$ cat src/sv/sjd_pkg.sv
// ----------------------------------------------------------------------------
// sjd_pkg
// Shared types, codes and tables for the Shift-JIS to JIS decoder.
// ----------------------------------------------------------------------------
package sjd_pkg;

	// Variant register codes
	localparam logic [1:0] VAR_MS    = 2'd0;
	localparam logic [1:0] VAR_APPLE = 2'd1;
	localparam logic [1:0] VAR_X0213 = 2'd2;

	// Charset codes of a result item
	localparam logic [3:0] CS_ASCII  = 4'd0;
	localparam logic [3:0] CS_KANA   = 4'd1;
	localparam logic [3:0] CS_X0208  = 4'd2;
	localparam logic [3:0] CS_MAC    = 4'd3;
	localparam logic [3:0] CS_NEC    = 4'd4;
	localparam logic [3:0] CS_NECIBM = 4'd5;
	localparam logic [3:0] CS_IBM    = 4'd6;
	localparam logic [3:0] CS_P1     = 4'd7;
	localparam logic [3:0] CS_P2     = 4'd8;

	// Status codes
	localparam logic ST_OK      = 1'b0;
	localparam logic ST_INVALID = 1'b1;

	// Configuration register map
	localparam int unsigned PADDR_W  = 3;
	localparam int unsigned REG_VARIANT = 0;

	// Queue between front and back
	localparam int unsigned QDEPTH  = 2;
	localparam int unsigned QPTR_W  = $clog2(QDEPTH);
	localparam int unsigned QCNT_W  = $clog2(QDEPTH + 1);

	// Classified item handed from front to back
	typedef struct packed {
		logic       pair;     // two-byte item
		logic [3:0] charset;  // class of the item
		logic [7:0] c1;       // single char or lead byte
		logic [7:0] c2;       // trail byte, zero when single
	} tok_t;

	// Result item
	typedef struct packed {
		logic [3:0] charset;
		logic [7:0] code_first;
		logic [7:0] code_second;
		logic [1:0] code_width;
		logic       status;
	} res_t;

	// Plane 2 row for trail bytes up to 0x9E
	function automatic logic [7:0] p2_row_low(input logic [3:0] k);
		logic [7:0] r;
		case (k)
			4'd0:    r = 8'h21;
			4'd1:    r = 8'h23;
			4'd2:    r = 8'h25;
			4'd3:    r = 8'h2d;
			4'd4:    r = 8'h2f;
			4'd5:    r = 8'h6f;
			4'd6:    r = 8'h71;
			4'd7:    r = 8'h73;
			4'd8:    r = 8'h75;
			4'd9:    r = 8'h77;
			4'd10:   r = 8'h79;
			4'd11:   r = 8'h7b;
			4'd12:   r = 8'h7d;
			default: r = 8'h00;
		endcase
		return r;
	endfunction

	// Plane 2 row for trail bytes above 0x9E
	function automatic logic [7:0] p2_row_high(input logic [3:0] k);
		logic [7:0] r;
		case (k)
			4'd0:    r = 8'h28;
			4'd1:    r = 8'h24;
			4'd2:    r = 8'h2c;
			4'd3:    r = 8'h2e;
			4'd4:    r = 8'h6e;
			4'd5:    r = 8'h70;
			4'd6:    r = 8'h72;
			4'd7:    r = 8'h74;
			4'd8:    r = 8'h76;
			4'd9:    r = 8'h78;
			4'd10:   r = 8'h7a;
			4'd11:   r = 8'h7c;
			4'd12:   r = 8'h7e;
			default: r = 8'h00;
		endcase
		return r;
	endfunction

endpackage

$ cat src/sv/sjd_if.sv
// ----------------------------------------------------------------------------
// sjd_if
// Valid/ready channels of the decoder: raw byte in, decoded result out.
// ----------------------------------------------------------------------------
interface sjd_in_if;
	logic       valid;
	logic       ready;
	logic [7:0] in_byte;

	modport source (output valid, output in_byte, input ready);
	modport sink (input valid, input in_byte, output ready);
endinterface

interface sjd_out_if;
	logic       valid;
	logic       ready;
	logic [3:0] charset;
	logic [7:0] code_first;
	logic [7:0] code_second;
	logic [1:0] code_width;
	logic       status;

	modport source (output valid, output charset, output code_first, output code_second,
		output code_width, output status, input ready);
	modport sink (input valid, input charset, input code_first, input code_second,
		input code_width, input status, output ready);
endinterface

$ cat src/sv/sjd_front.sv
// ----------------------------------------------------------------------------
// sjd_front
// Accepts stream bytes, tracks the pending lead byte and classes each item.
// ----------------------------------------------------------------------------
module sjd_front (
	input  logic          clk,
	input  logic          arst_n,
	input  logic [1:0]    variant,
	sjd_in_if.sink        in_ch,
	input  logic          q_full,
	output logic          push,
	output sjd_pkg::tok_t push_tok
);
	import sjd_pkg::*;

	logic        lead_q;
	logic [7:0]  lead_byte_q;
	logic        take;
	logic        is_single;
	logic [7:0]  b;
	logic [15:0] code;
	logic [3:0]  pair_cs;

	assign b            = in_ch.in_byte;
	assign in_ch.ready  = !q_full;
	assign take         = in_ch.valid && in_ch.ready;
	assign is_single    = (b <= 8'h7E) || (b >= 8'hA1 && b <= 8'hDF);
	assign code         = {lead_byte_q, b};
	assign push         = take && (lead_q || is_single);

	// Class of a completed pair by variant
	always_comb begin
		pair_cs = CS_X0208;
		case (variant)
			VAR_X0213: begin
				pair_cs = (lead_byte_q >= 8'hF0) ? CS_P2 : CS_P1;
			end
			VAR_APPLE: begin
				if ((code >= 16'h8540 && code <= 16'h886d) ||
				    (code >= 16'heb41 && code <= 16'hed96))
					pair_cs = CS_MAC;
			end
			default: begin
				if (code >= 16'h8740 && code <= 16'h879c)
					pair_cs = CS_NEC;
				else if (code >= 16'hed40 && code <= 16'heefc)
					pair_cs = CS_NECIBM;
				else if (code >= 16'hfa40 && code <= 16'hfc4b)
					pair_cs = CS_IBM;
			end
		endcase
	end

	// Item handed to the queue
	always_comb begin
		if (lead_q) begin
			push_tok = '{pair: 1'b1, charset: pair_cs, c1: lead_byte_q, c2: b};
		end else if (b <= 8'h7E) begin
			push_tok = '{pair: 1'b0, charset: CS_ASCII, c1: b, c2: 8'h00};
		end else begin
			push_tok = '{pair: 1'b0, charset: CS_KANA, c1: {1'b0, b[6:0]}, c2: 8'h00};
		end
	end

	// Lead byte tracking
	always_ff @(posedge clk or negedge arst_n) begin
		if (!arst_n) begin
			lead_q      <= 1'b0;
			lead_byte_q <= 8'h00;
		end else if (take) begin
			if (lead_q) begin
				lead_q <= 1'b0;
			end else if (!is_single) begin
				lead_q      <= 1'b1;
				lead_byte_q <= b;
			end
		end
	end

endmodule

$ cat src/sv/sjd_queue.sv
// ----------------------------------------------------------------------------
// sjd_queue
// Short register queue between front and back.
// ----------------------------------------------------------------------------
module sjd_queue (
	input  logic          clk,
	input  logic          arst_n,
	input  logic          push,
	input  sjd_pkg::tok_t push_tok,
	output logic          full,
	input  logic          pop,
	output sjd_pkg::tok_t pop_tok,
	output logic          nonempty
);
	import sjd_pkg::*;

	tok_t              mem_q [QDEPTH];
	logic [QPTR_W-1:0] wr_q;
	logic [QPTR_W-1:0] rd_q;
	logic [QCNT_W-1:0] cnt_q;

	assign full     = (cnt_q == QCNT_W'(QDEPTH));
	assign nonempty = (cnt_q != '0);
	assign pop_tok  = mem_q[rd_q];

	// Storage
	always_ff @(posedge clk) begin
		if (push)
			mem_q[wr_q] <= push_tok;
	end

	// Pointers and fill count
	always_ff @(posedge clk or negedge arst_n) begin
		if (!arst_n) begin
			wr_q  <= '0;
			rd_q  <= '0;
			cnt_q <= '0;
		end else begin
			if (push)
				wr_q <= (wr_q == QPTR_W'(QDEPTH - 1)) ? '0 : wr_q + 1'b1;
			if (pop)
				rd_q <= (rd_q == QPTR_W'(QDEPTH - 1)) ? '0 : rd_q + 1'b1;
			if (push && !pop)
				cnt_q <= cnt_q + 1'b1;
			else if (pop && !push)
				cnt_q <= cnt_q - 1'b1;
		end
	end

endmodule

$ cat src/sv/sjd_back.sv
// ----------------------------------------------------------------------------
// sjd_back
// Converts non-IBM pairs to JIS row/cell and holds the result register.
// ----------------------------------------------------------------------------
module sjd_back (
	input  logic          clk,
	input  logic          arst_n,
	input  logic          q_valid,
	input  sjd_pkg::tok_t tok,
	output logic          pop,
	sjd_out_if.source     out_ch
);
	import sjd_pkg::*;

	logic       out_valid_q;
	res_t       res_q;
	res_t       res;

	assign pop = q_valid && (!out_valid_q || out_ch.ready);

	// Conversion of one item
	always_comb begin
		logic [7:0] hi;
		logic [7:0] lo;
		logic       bad;
		hi  = 8'h00;
		lo  = 8'h00;
		bad = 1'b0;
		if (!tok.pair) begin
			res = '{charset: tok.charset, code_first: tok.c1, code_second: 8'h00,
				code_width: 2'd1, status: ST_OK};
		end else if (tok.charset == CS_IBM) begin
			res = '{charset: CS_IBM, code_first: tok.c1, code_second: tok.c2,
				code_width: 2'd2, status: ST_OK};
		end else begin
			if (tok.charset == CS_P2) begin
				// Plane 2: lead 0xF0..0xFC, trail unchecked
				bad = (tok.c1 > 8'hFC);
				if (tok.c2 <= 8'h9E) begin
					hi = p2_row_low(tok.c1[3:0]);
					lo = (tok.c2 > 8'h7E) ? tok.c2 - 8'h20 : tok.c2 - 8'h1F;
				end else begin
					hi = p2_row_high(tok.c1[3:0]);
					lo = tok.c2 - 8'h7E;
				end
			end else begin
				// Row from lead byte
				if (tok.c1 >= 8'h81 && tok.c1 <= 8'h9F)
					hi = tok.c1 - 8'h71;
				else if (tok.c1 >= 8'hE0 && tok.c1 <= 8'hFC)
					hi = tok.c1 - 8'hB1;
				else
					bad = 1'b1;
				hi = {hi[6:0], 1'b1};
				// Cell from trail byte, skipping 0x7F
				lo = (tok.c2 >= 8'h80) ? tok.c2 - 8'h01 : tok.c2;
				if (lo >= 8'h9E && lo <= 8'hFB) begin
					lo = lo - 8'h7D;
					hi = hi + 8'h01;
				end else if (lo >= 8'h40 && lo <= 8'h9D) begin
					lo = lo - 8'h1F;
				end else begin
					bad = 1'b1;
				end
			end
			if (bad)
				res = '{charset: CS_ASCII, code_first: tok.c1, code_second: tok.c2,
					code_width: 2'd2, status: ST_INVALID};
			else
				res = '{charset: tok.charset, code_first: hi, code_second: lo,
					code_width: 2'd2, status: ST_OK};
		end
	end

	// Output register
	always_ff @(posedge clk or negedge arst_n) begin
		if (!arst_n) begin
			out_valid_q <= 1'b0;
		end else if (pop) begin
			out_valid_q <= 1'b1;
		end else if (out_ch.ready) begin
			out_valid_q <= 1'b0;
		end
	end

	always_ff @(posedge clk) begin
		if (pop)
			res_q <= res;
	end

	assign out_ch.valid       = out_valid_q;
	assign out_ch.charset     = res_q.charset;
	assign out_ch.code_first  = res_q.code_first;
	assign out_ch.code_second = res_q.code_second;
	assign out_ch.code_width  = res_q.code_width;
	assign out_ch.status      = res_q.status;

	// An invalid pair always reports the ascii charset and two bytes
	a_invalid_shape: assert property (@(posedge clk) disable iff (!arst_n)
		out_valid_q && res_q.status == ST_INVALID |->
			res_q.charset == CS_ASCII && res_q.code_width == 2'd2)
		else $error("invalid result with wrong shape");

	// Single-byte results carry no second byte and only ascii or kana
	a_single_shape: assert property (@(posedge clk) disable iff (!arst_n)
		out_valid_q && res_q.code_width == 2'd1 |->
			res_q.code_second == 8'h00 &&
			(res_q.charset == CS_ASCII || res_q.charset == CS_KANA))
		else $error("single result with wrong shape");

	// Never pop from an empty queue
	a_pop_nonempty: assert property (@(posedge clk) disable iff (!arst_n)
		pop |-> q_valid)
		else $error("pop without queued item");

endmodule

$ cat src/sv/shift_jis_to_jis_decoder_top.sv
// ----------------------------------------------------------------------------
// shift_jis_to_jis_decoder_top
// Shift-JIS byte stream to ASCII, kana and JIS row/cell decoder.
// ----------------------------------------------------------------------------
// The decoder takes one byte per clock on in_ch while its queue is not full,
// and gives at most one result per byte on out_ch. Single bytes (ASCII,
// half-width kana) each give a result; a lead byte is held and gives
// nothing, and the following byte gives the pair's result. A taken byte is
// written into the front-to-back queue, then its result is loaded into the
// output register, where it waits until out_ch takes it; the load waits
// while the output register holds a result that out_ch has not taken. The
// two-entry queue lets the input keep taking bytes while a result waits on
// out_ch. The variant register (offset 0x0) selects Microsoft, Apple or JIS
// X0213 classing; write it only while the decoder is idle.
module shift_jis_to_jis_decoder_top (
	input  logic                        clk,
	input  logic                        arst_n,
	input  logic                        psel,
	input  logic                        penable,
	input  logic                        pwrite,
	input  logic [sjd_pkg::PADDR_W-1:0] paddr,
	input  logic [31:0]                 pwdata,
	output logic [31:0]                 prdata,
	output logic                        pready,
	sjd_in_if.sink                      in_ch,
	sjd_out_if.source                   out_ch
);
	import sjd_pkg::*;

	logic [1:0] variant_q;
	logic       cfg_wr;
	logic       reg_hit;
	logic       push;
	logic       pop;
	logic       q_full;
	logic       q_valid;
	tok_t       push_tok;
	tok_t       pop_tok;

	// Register access
	assign pready  = 1'b1;
	assign reg_hit = (paddr[PADDR_W-1] == 1'(REG_VARIANT));
	assign cfg_wr  = psel && penable && pwrite && pready && reg_hit;
	assign prdata  = reg_hit ? {30'd0, variant_q} : 32'd0;

	always_ff @(posedge clk or negedge arst_n) begin
		if (!arst_n) begin
			variant_q <= VAR_MS;
		end else if (cfg_wr) begin
			variant_q <= pwdata[1:0];
		end
	end

	sjd_front u_front (
		.clk      (clk),
		.arst_n   (arst_n),
		.variant  (variant_q),
		.in_ch    (in_ch),
		.q_full   (q_full),
		.push     (push),
		.push_tok (push_tok)
	);

	sjd_queue u_queue (
		.clk      (clk),
		.arst_n   (arst_n),
		.push     (push),
		.push_tok (push_tok),
		.full     (q_full),
		.pop      (pop),
		.pop_tok  (pop_tok),
		.nonempty (q_valid)
	);

	sjd_back u_back (
		.clk     (clk),
		.arst_n  (arst_n),
		.q_valid (q_valid),
		.tok     (pop_tok),
		.pop     (pop),
		.out_ch  (out_ch)
	);

endmodule
$ cat src/flat_wrapper.sv
// flat-port wrapper written by rule: the top's interface ports become plain ports
module shift_jis_to_jis_decoder_top_flat import sjd_pkg::*;
  (clk, arst_n, psel, penable, pwrite, paddr, pwdata, prdata, pready, in_ch_valid, in_ch_in_byte, in_ch_ready, out_ch_valid, out_ch_charset, out_ch_code_first, out_ch_code_second, out_ch_code_width, out_ch_status, out_ch_ready);
  sjd_in_if in_ch_i ();
  sjd_out_if out_ch_i ();
  input  logic clk;
  input  logic arst_n;
  input  logic psel;
  input  logic penable;
  input  logic pwrite;
  input  logic [sjd_pkg::PADDR_W-1:0] paddr;
  input  logic [31:0] pwdata;
  output logic [31:0] prdata;
  output logic pready;
  input wire logic [$bits(in_ch_i.valid)-1:0] in_ch_valid;
  input wire logic [$bits(in_ch_i.in_byte)-1:0] in_ch_in_byte;
  output wire logic [$bits(in_ch_i.ready)-1:0] in_ch_ready;
  output wire logic [$bits(out_ch_i.valid)-1:0] out_ch_valid;
  output wire logic [$bits(out_ch_i.charset)-1:0] out_ch_charset;
  output wire logic [$bits(out_ch_i.code_first)-1:0] out_ch_code_first;
  output wire logic [$bits(out_ch_i.code_second)-1:0] out_ch_code_second;
  output wire logic [$bits(out_ch_i.code_width)-1:0] out_ch_code_width;
  output wire logic [$bits(out_ch_i.status)-1:0] out_ch_status;
  input wire logic [$bits(out_ch_i.ready)-1:0] out_ch_ready;
  assign in_ch_i.valid = in_ch_valid;
  assign in_ch_i.in_byte = in_ch_in_byte;
  assign in_ch_ready = in_ch_i.ready;
  assign out_ch_valid = out_ch_i.valid;
  assign out_ch_charset = out_ch_i.charset;
  assign out_ch_code_first = out_ch_i.code_first;
  assign out_ch_code_second = out_ch_i.code_second;
  assign out_ch_code_width = out_ch_i.code_width;
  assign out_ch_status = out_ch_i.status;
  assign out_ch_i.ready = out_ch_ready;
  shift_jis_to_jis_decoder_top u_core (.clk(clk), .arst_n(arst_n), .psel(psel), .penable(penable), .pwrite(pwrite), .paddr(paddr), .pwdata(pwdata), .prdata(prdata), .pready(pready), .in_ch(in_ch_i), .out_ch(out_ch_i));
endmodule
$ cat config.mk
export PLATFORM = sky130hd
export DESIGN_NAME = shift_jis_to_jis_decoder_top_flat
export DESIGN_NICKNAME = d
export VERILOG_FILES = /design/src/sv/sjd_pkg.sv /design/src/sv/sjd_if.sv /design/src/sv/sjd_front.sv /design/src/sv/sjd_queue.sv /design/src/sv/sjd_back.sv /design/src/sv/shift_jis_to_jis_decoder_top.sv /design/src/flat_wrapper.sv
export SDC_FILE = /design/constraint.sdc
export NUM_CORES = 1
export LEC_CHECK = 0
export BUFFER_PORTS_ARGS = -buffer_cell sky130_fd_sc_hd__buf_2
export CORE_MARGIN = 10
export CORE_UTILIZATION = 46
export CTS_CLUSTER_DIAMETER = 200
export DETAILED_ROUTE_END_ITERATION = 6
export GPL_ROUTABILITY_DRIVEN = 0
export PLACE_DENSITY = 0.68
export REMOVE_ABC_BUFFERS = 1
export SLEW_MARGIN = 10
export SYNTH_ARGS = -nofsm -noshare
export SYNTH_HDL_FRONTEND = slang
export SYNTH_SLANG_ARGS = --single-unit
$ cat constraint.sdc
create_clock -name clk -period 5.1 [get_ports clk]
set_input_delay 1.02 -clock clk [delete_from_list [all_inputs] [get_ports clk]]
set_output_delay 1.02 -clock clk [all_outputs]
set_load 0.1 [all_outputs]
==> results.txt, run 1 <==
- CTS tree: built
- Layout cell share with drive strength beyond 1: 15.9%
- Final max-slew violation count: 0
* Buffer and inverter count on the worst path: 4
* Number of top-level design ports: 108
- STA puts the critical path data required time at 5.18 ns.
- The floorplan step defined a die boundary enclosing 17700 um^2.
- Number of buffers inserted during clock tree synthesis: 9
- In this run the horizontal extent of the chip is 133 um.
* Most frequent cells in the layout: 65 x sky130_fd_sc_hd__edfxtp_1, 54 x sky130_fd_sc_hd__nand2_1, 51 x sky130_fd_sc_hd__nor2_1
* Stage delay of the slowest cell on the critical path: 0.67 ns
* Number of resized instances in the post-cts repair step: 0
- Leaving out fill and tap cells, the most frequent cell in the layout is sky130_fd_sc_hd__edfxtp_1.
* Average wire per cell in the routed design: 16.6 um
- In this run, placement finished with an instance count of 809.
- Total wire length: 13.7 mm
- Data arrives at the worst endpoint at 4.62 ns.
- Maximum number of buffers from clock root to sink: 2
* Total congestion overflow after global routing: 0
* Combined global-route utilization of all metal layers: 15.0%
- Pin slew with the least headroom to its limit: 1.00 ns
* M1 GR Usage: 19.6%
- Tightest Hold Check Type: reg2reg
- Buffers inserted to repair hold after CTS numbered 0.
- In this run, the number of DRC markers left after iteration 0 of detailed routing was 462.
- Post-synthesis average cell area: 9.58 um^2
- The initial antenna violation count is 0.
- Vias/cell: 5.74
- Max-cap violations in this run came to 0.
- The clock reaches the later pin of the worst-skew pair after 0.33 ns.
- Setup violations remaining at the end of the flow were counted as 0.
* Flip-flop cell with the highest count after synthesis: sky130_fd_sc_hd__edfxtp_1
- Row generation in the floorplan step produced 41 rows.
* Worst Setup Start Kind: register
- Number of cells produced by synthesis: 613
* Peak Freq: 220 MHz
- In the finished design, the share of the clock period the worst path needs comes to 89.0%.
- I/O Buffers: 44
- Timing analysis after detailed placement gives a worst setup slack of 0.690 ns.
- Entering global routing, the biggest net connects 38 pins.
- Clock-pin slew was measured on the worst setup and hold paths at 0.06 ns.
- The core region is 12600 um^2.
- On the critical path, the stage with the largest delay is an instance of sky130_fd_sc_hd__mux2i_1.
- The die is 133 um tall.
- Number of distinct library cells after synthesis: 73
- Largest fanout on the critical path: 37
- Clock tree synthesis selected as its root buffer the cell sky130_fd_sc_hd__clkbuf_16.
- By startpoint and endpoint, the worst setup path is classified as reg2reg.
* Met3 global-route usage: 3.60%
* H-tree depth reported by CTS: 3
- Broken down by cell family, the worst path's largest delay share belongs to compound AO/OA/AOI/OAI gates.
* Clk sinks: 81
* Total number of vias: 4733
- Nets@finish: 723
- The detail route stage leaves a number of antenna-violating nets equal to 0.
- Met2 track demand over resource in global routing: 23.1%
- Max-slew headroom at the worst pin: 31.4%
- For the final routed database, the setup TNS stands at 0 ns.
- In the post-route analysis, the smallest setup slack over all paths is 0.559 ns.
- Setup repair after global routing left no endpoint under its margin.
* Seq cells post-synth: 81
* Setup repair bufs after CTS: 0
* Effective utilization at floorplan: 46.7%
* First-pass GRT wire length: 22.3 mm
* Crit path cell chain: buf_4 -> mux2i_1 -> inv_1 -> ha_1 -> inv_1 -> o2111a_1 -> o32a_1 -> nand2b_1 -> o41a_1 -> o21ai_1 -> buf_4 -> and2_1 -> a31oi_1 -> o22ai_1 -> o21bai_1
* Minimum period implied by the final worst setup slack: 4.54 ns
- On the final layout, the worst clock skew is 0.00489 ns.
* Sum of net half-perimeters after detailed placement: 10.4 mm
- In this run the cell area measured after placement is 6130 um^2.
- Area growth from synthesis to layout: 9.87%
- Cell area after layout: 6450 um^2
* Sequential cell area fraction in the yosys report: 40.1%
- Total standard cell area after synthesis: 5870 um^2
- Yosys mapped a number of flops with a built-in enable equal to 65.
- The layer flagged by global routing as most heavily used is met2.
* Number of standard cells in the layout, taps in and fillers out: 825
- CP endpoint kind: register
- Synth warn: 0
* Post-detailed-route DRC marker count: 0
- The repair_antennas step left the layout with diodes totalling 0.
- DRT Pass-1 Iters: 7
- Count of final hold-check violations: 0
- FFs w/ async S/R, synth: 19.8%
- Vias in the first global route: 4532
- Status: completed
-- worst paths after layout --
path                            cells after the start                       startpoint  slack [ns]                                           end
worst max-delay path                               15  u_core.u_queue.rd_q$_DFFE_PN0P_        0.56  u_core.u_back.out_ch.code_first[3]$_DFFE_PP_
worst max register to register                     15  u_core.u_queue.rd_q$_DFFE_PN0P_        0.56  u_core.u_back.out_ch.code_first[3]$_DFFE_PP_
worst min register to register                      1  u_core.u_queue.wr_q$_DFFE_PN0P_        0.51               u_core.u_queue.wr_q$_DFFE_PN0P_
max in group asynchronous                           1                           arst_n        4.19               u_core.u_queue.rd_q$_DFFE_PN0P_
min in group asynchronous                           1                           arst_n        0.61     u_core.u_front.lead_byte_q[0]$_DFFE_PN0P_
worst min-delay path                                1  u_core.u_queue.wr_q$_DFFE_PN0P_        0.51               u_core.u_queue.wr_q$_DFFE_PN0P_
-- cells by family after synthesis --
kind of cell / share of synthesized area [%]
AO/OA/AOI/OAI: 17.5
buffers and inverters: 7.80
adder cells (fa/ha/maj): 5.33
other: 0.128
XOR/XNOR: 3.43
multiplexers: 7.03
flip-flops: 40.1
AND/OR/NAND/NOR: 18.8
-- flip-flops by register name, summed over array words and instances, names as in the netlist --
name,cells
u_core.u_front.lead_byte_q,8
u_core.u_back.out_ch.code_second,8
u_core.u_queue.mem_q,42
u_core.variant_q,2
u_core.u_back.out_ch.status,1
u_core.u_queue.cnt_q,2
u_core.u_queue.wr_q,1
u_core.u_back.out_ch.code_width,2
u_core.u_back.out_ch.charset,4
u_core.u_front.lead_q,1
u_core.u_back.out_ch.valid,1
u_core.u_back.out_ch.code_first,8
u_core.u_queue.rd_q,1
-- final cells by class --
class                      instances  area (um^2)
sequential                        81         2350
fill                            1154         6120
timing repair buffer              54          295
inverter                          25         93.8
clock buffer                      10          229
clock inverter                     6         88.8
multi-input combinational        477         3170
tap                              172          215
-- cell usage after synthesis (6+ instances only) --
master	instances	share of area [%]
sky130_fd_sc_hd__mux2i_1	16	2.7
sky130_fd_sc_hd__a211oi_1	9	1.2
sky130_fd_sc_hd__o211ai_1	9	1.2
sky130_fd_sc_hd__mux2_2	16	3.1
sky130_fd_sc_hd__buf_4	33	4.2
sky130_fd_sc_hd__nand2_1	54	3.5
sky130_fd_sc_hd__xnor2_1	16	2.4
sky130_fd_sc_hd__inv_1	21	1.3
sky130_fd_sc_hd__and2_1	14	1.5
sky130_fd_sc_hd__nand3b_1	6	0.77
sky130_fd_sc_hd__nor3_1	17	1.4
sky130_fd_sc_hd__clkbuf_1	19	1.2
sky130_fd_sc_hd__dfrtp_1	16	6.8
sky130_fd_sc_hd__a21oi_1	28	2.4
sky130_fd_sc_hd__ha_1	25	5.3
sky130_fd_sc_hd__nand2b_1	7	0.75
sky130_fd_sc_hd__a31oi_1	11	1.2
sky130_fd_sc_hd__nor4_1	8	0.85
sky130_fd_sc_hd__nand3_1	19	1.6
sky130_fd_sc_hd__nor2_1	51	3.3
sky130_fd_sc_hd__edfxtp_1	65	33
sky130_fd_sc_hd__o21ai_0	29	2.5
sky130_fd_sc_hd__xor2_1	7	1.0
sky130_fd_sc_hd__nand4_1	8	0.85
-- through the flow --
step | hold slack, ns | utilization [%]
2_1_floorplan | 0.456 | -
3_3_place_gp | 0.486 | 48.8
3_5_place_dp | 0.495 | 48.8
4_1_cts | 0.508 | 51.3
5_1_grt | 0.538 | 51.3
6_report | 0.510 | 51.3
-- routing by layer --
layer  routed length (um)  vias to the layer above
met4                  318                        0
met2                 6150                      209
met3                  943                       21
li1                     -                     2302
met1                 6260                     2201
met5                    0                        -
Power of run 1 is not shown: default switching activity piles up to over one toggle a cycle in this logic, so the estimate is an artifact.
==> inputs of run 2 (changes only) <==
- CAP_MARGIN: not set -> 20
- PLACE_DENSITY: 0.68 -> not set
- PLACE_DENSITY_LB_ADDON: not set -> 0.25
==> run 2 against run 1 <==
Net effect: global-route usage rose by 0.54 points; cell area fell by 0.62%; clock skew rose by 0.0014 ns; register-to-register slack improved by 0.05 ns; worst hold slack got worse by 0.0061 ns; routed wire length fell by 0.28%; via count fell by 1.2%.
==> results.txt, run 2 (synthesized netlist as in run 1, its figures left out) <==
- The overall overflow remaining after global route was 0 (unchanged).
- The post-CTS resize count came to 0 (unchanged).
- Number of flip-flops under the largest register name: 42 (unchanged)
- Post-route clock skew: 0.00625 ns (+0.00136 ns)
- Combined global-route utilization of all metal layers: 15.5% (+0.54 points)
* Number of buffers inserted during clock tree synthesis: 9 (unchanged)
- Worst setup margin: 0.605 ns (+0.0452 ns)
- Timing startpoint of the critical path: u_core.u_queue.rd_q$_DFFE_PN0P_
- First-pass GRT wire length: 22.9 mm (+2.5%)
* Stage delay of the slowest cell on the critical path: 0.65 ns (-0.02 ns)
- Total inserted antenna cells: 0 (unchanged)
- Largest net degree at the start of global routing: 37 (-2.6%)
* I/O Buffers: 44 (unchanged)
- The via count of the first global-routing pass came to 4637 (+2.3%).
- The detail-routed net length per standard cell is 16.5 um (-0.28%).
- Crit path cell chain: mux2i_1 -> ha_1 -> a211o_1 -> nand2_1 -> inv_1 -> ha_1 -> nor2_1 -> inv_1 -> o41ai_1 -> o21ai_1 -> and2_1 -> a31oi_1 -> o22ai_1 -> o21bai_1
- Placement Setup Slack: 0.768 ns (+0.0779 ns)
* Final max-slew violation count: 0 (unchanged)
- The die span in y is 133 um (unchanged).
* Share of the core filled with cells: 51.0% (-0.32 points)
* Largest fanout on the critical path: 16 (-57%)
- Setup repair bufs after CTS: 0 (unchanged)
- In this run the critical register-to-register path is launched from u_core.u_queue.rd_q$_DFFE_PN0P_.
- The worst setup path is launched from a register.
- The fraction of layout cells with a size suffix above 1 came to 16.1% (+0.15 points).
- The data required time at the worst endpoint came to 5.19 ns (about the same).
- DIE WIDTH: 133 um (unchanged)
* Crit path arrival time: 4.59 ns (-0.03 ns)
- The half-perimeter wire length after detailed placement came to 10.4 mm (-0.43%).
* Most common library cell in the layout ignoring fill and taps: sky130_fd_sc_hd__edfxtp_1
- The tree is rooted in a sky130_fd_sc_hd__clkbuf_16.
* CTS tree: built
- Register-to-register setup slack: 0.60 ns (+0.05 ns)
* RSZ-0062 raised after global routing: no
* Number of cells traversed by the worst hold path: 1 (unchanged)
- The transition time at the pin with the least slew margin came to 0.957 ns (-0.0433 ns).
- Count of final hold-check violations: 0 (unchanged)
- The endpoint identified for the worst register-to-register timing path is u_core.u_back.out_ch.code_first[3]$_DFFE_PP_.
* Total placed cells including tap cells: 809 (unchanged)
- The total of fill cells in the finished design came to 1168 (+1.2%).
- The initial antenna violation count was 0 (unchanged).
- The number of nets still failing antenna checks after routing came to 0 (unchanged).
- The relative slew slack came to 34.4% (+3.0 points).
- Leaving out fill and tap cells, the most frequent cells in the layout are 65 x sky130_fd_sc_hd__edfxtp_1, 54 x sky130_fd_sc_hd__nand2_1, 51 x sky130_fd_sc_hd__nor2_1.
- The number of vias after detailed routing is 4674 (-1.2%).
- The post-layout net count was 723 (unchanged).
* Number of top-level design ports: 108 (unchanged)
* Total area of multi-input combinational cells: 3170 um^2 (unchanged)
- The initial cell density of the core is 46.7% (unchanged).
- Sequential cell area: 2350 um^2 (unchanged)
- Maximum Capacitance Violations: 0 (unchanged)
- Insertion delay of the later-clocked pin in the worst-skew pair: 0.34 ns (about the same)
- By startpoint and endpoint, the worst setup path is classified as reg2reg.
- H-tree depth reported by CTS: 3 (unchanged)
- Number of standard cells in the layout, taps in and fillers out: 825 (unchanged)
* Total wire length: 13.6 mm (-0.28%)
- Worst reg-to-reg path cell count: 14 (-1)
- Core Area: 12600 um^2 (unchanged)
- The clock sink total came to 81 (unchanged).
* Status: completed
* # setup viols final: 0 (unchanged)
- The startpoint identified for the worst hold timing path is u_core.u_queue.wr_q$_DFFE_PN0P_.
- The DRC marker count from the first detailed-route iteration is 452 (-2.2%).
* CP endpoint kind: register
* Clock transition at the registers of the reported paths: 0.06 ns (about the same)
* Area growth from synthesis to layout: 9.19%
* Register bank with the most flops: u_core.u_queue.mem_q
* Area of the die: 17700 um^2 (unchanged)
- The maximum number of buffers from clock root to sink came to 2 (unchanged).
- The worst hold path terminates at u_core.u_queue.wr_q$_DFFE_PN0P_.
* Post-detailed-route DRC marker count: 0 (unchanged)
* Core Rows: 41 (unchanged)
- The quantity of hold-fixing buffers added after cts was 0 (unchanged).
- The fraction of the cycle the final worst path needs is 88.1% (-0.89 points).
- The upper clock frequency limit is 222 MHz (+1.0%).
- The largest individual stage delay along the critical path comes from the cell sky130_fd_sc_hd__o41ai_1.
- The min-delay analysis places its worst path in the category reg2reg.
* DRT Pass-1 Iters: 5 (-2)
- The minimum hold slack is 0.504 ns (-0.00612 ns).
* Vias/cell: 5.67 (-1.2%)
* Minimum period implied by the final worst setup slack: 4.50 ns (-0.0452 ns)
-- run 2: cell count changes in the layout (fill, tap and decap cells not counted) --
cell                         before  now
sky130_fd_sc_hd__clkinvlp_4       1    3
sky130_fd_sc_hd__clkinv_1         2    1
sky130_fd_sc_hd__bufinv_16        2    0
sky130_fd_sc_hd__inv_6            2    3
-- run 2: metal layers --
metal | wire, um | global-route usage (%) | vias up
met2 | 5970 | 23.0 | 177
met5 | 0 | 0 | -
met3 | 918 | 4.20 | 26
met4 | 408 | 7.82 | 0
li1 | - | - | 2294
met1 | 6340 | 20.2 | 2177
-- run 2: how the worst max path moves through the flow --
| stage | end |
|---|---|
| global placement | u_core.u_back.out_ch.code_first[3]$_DFFE_PP_ |
| detailed placement | u_core.u_back.out_ch.code_first[3]$_DFFE_PP_ |
| finish | u_core.u_back.out_ch.code_first[3]$_DFFE_PP_ |
| global route | u_core.u_back.out_ch.code_first[3]$_DFFE_PP_ |
| floorplan | u_core.u_back.out_ch.code_second[4]$_SDFFCE_PN0P_ |
| CTS | u_core.u_back.out_ch.code_first[3]$_DFFE_PP_ |
-- run 2: per-stage QoR --
stage / TNS, ns / area (um^2)
floorplan: -0.129 / 5620
global route: 0 / 6410
detailed placement: 0 / 6130
CTS: 0 / 6410
global placement: 0 / 6130
finish: 0 / 6410
-- run 2: cell type report --
type	instances	area share, %
inverters	25	1.46
repair buffers	54	4.61
multi-input cells	477	49.5
clock buffers	10	3.57
clock inverters	6	0.761
flip-flops and latches	81	36.7
well taps	172	3.36
-- run 2: critical path, delay by kind of cell (launching register included) --
family          cells  cell delay, ns
compound gates      6            1.76
simple gates        3            0.61
fa+ha+maj           2            0.59
flops               1            0.58
mux                 1            0.51
buf+inv             2            0.19
Power of run 2 is left out for the same reason.
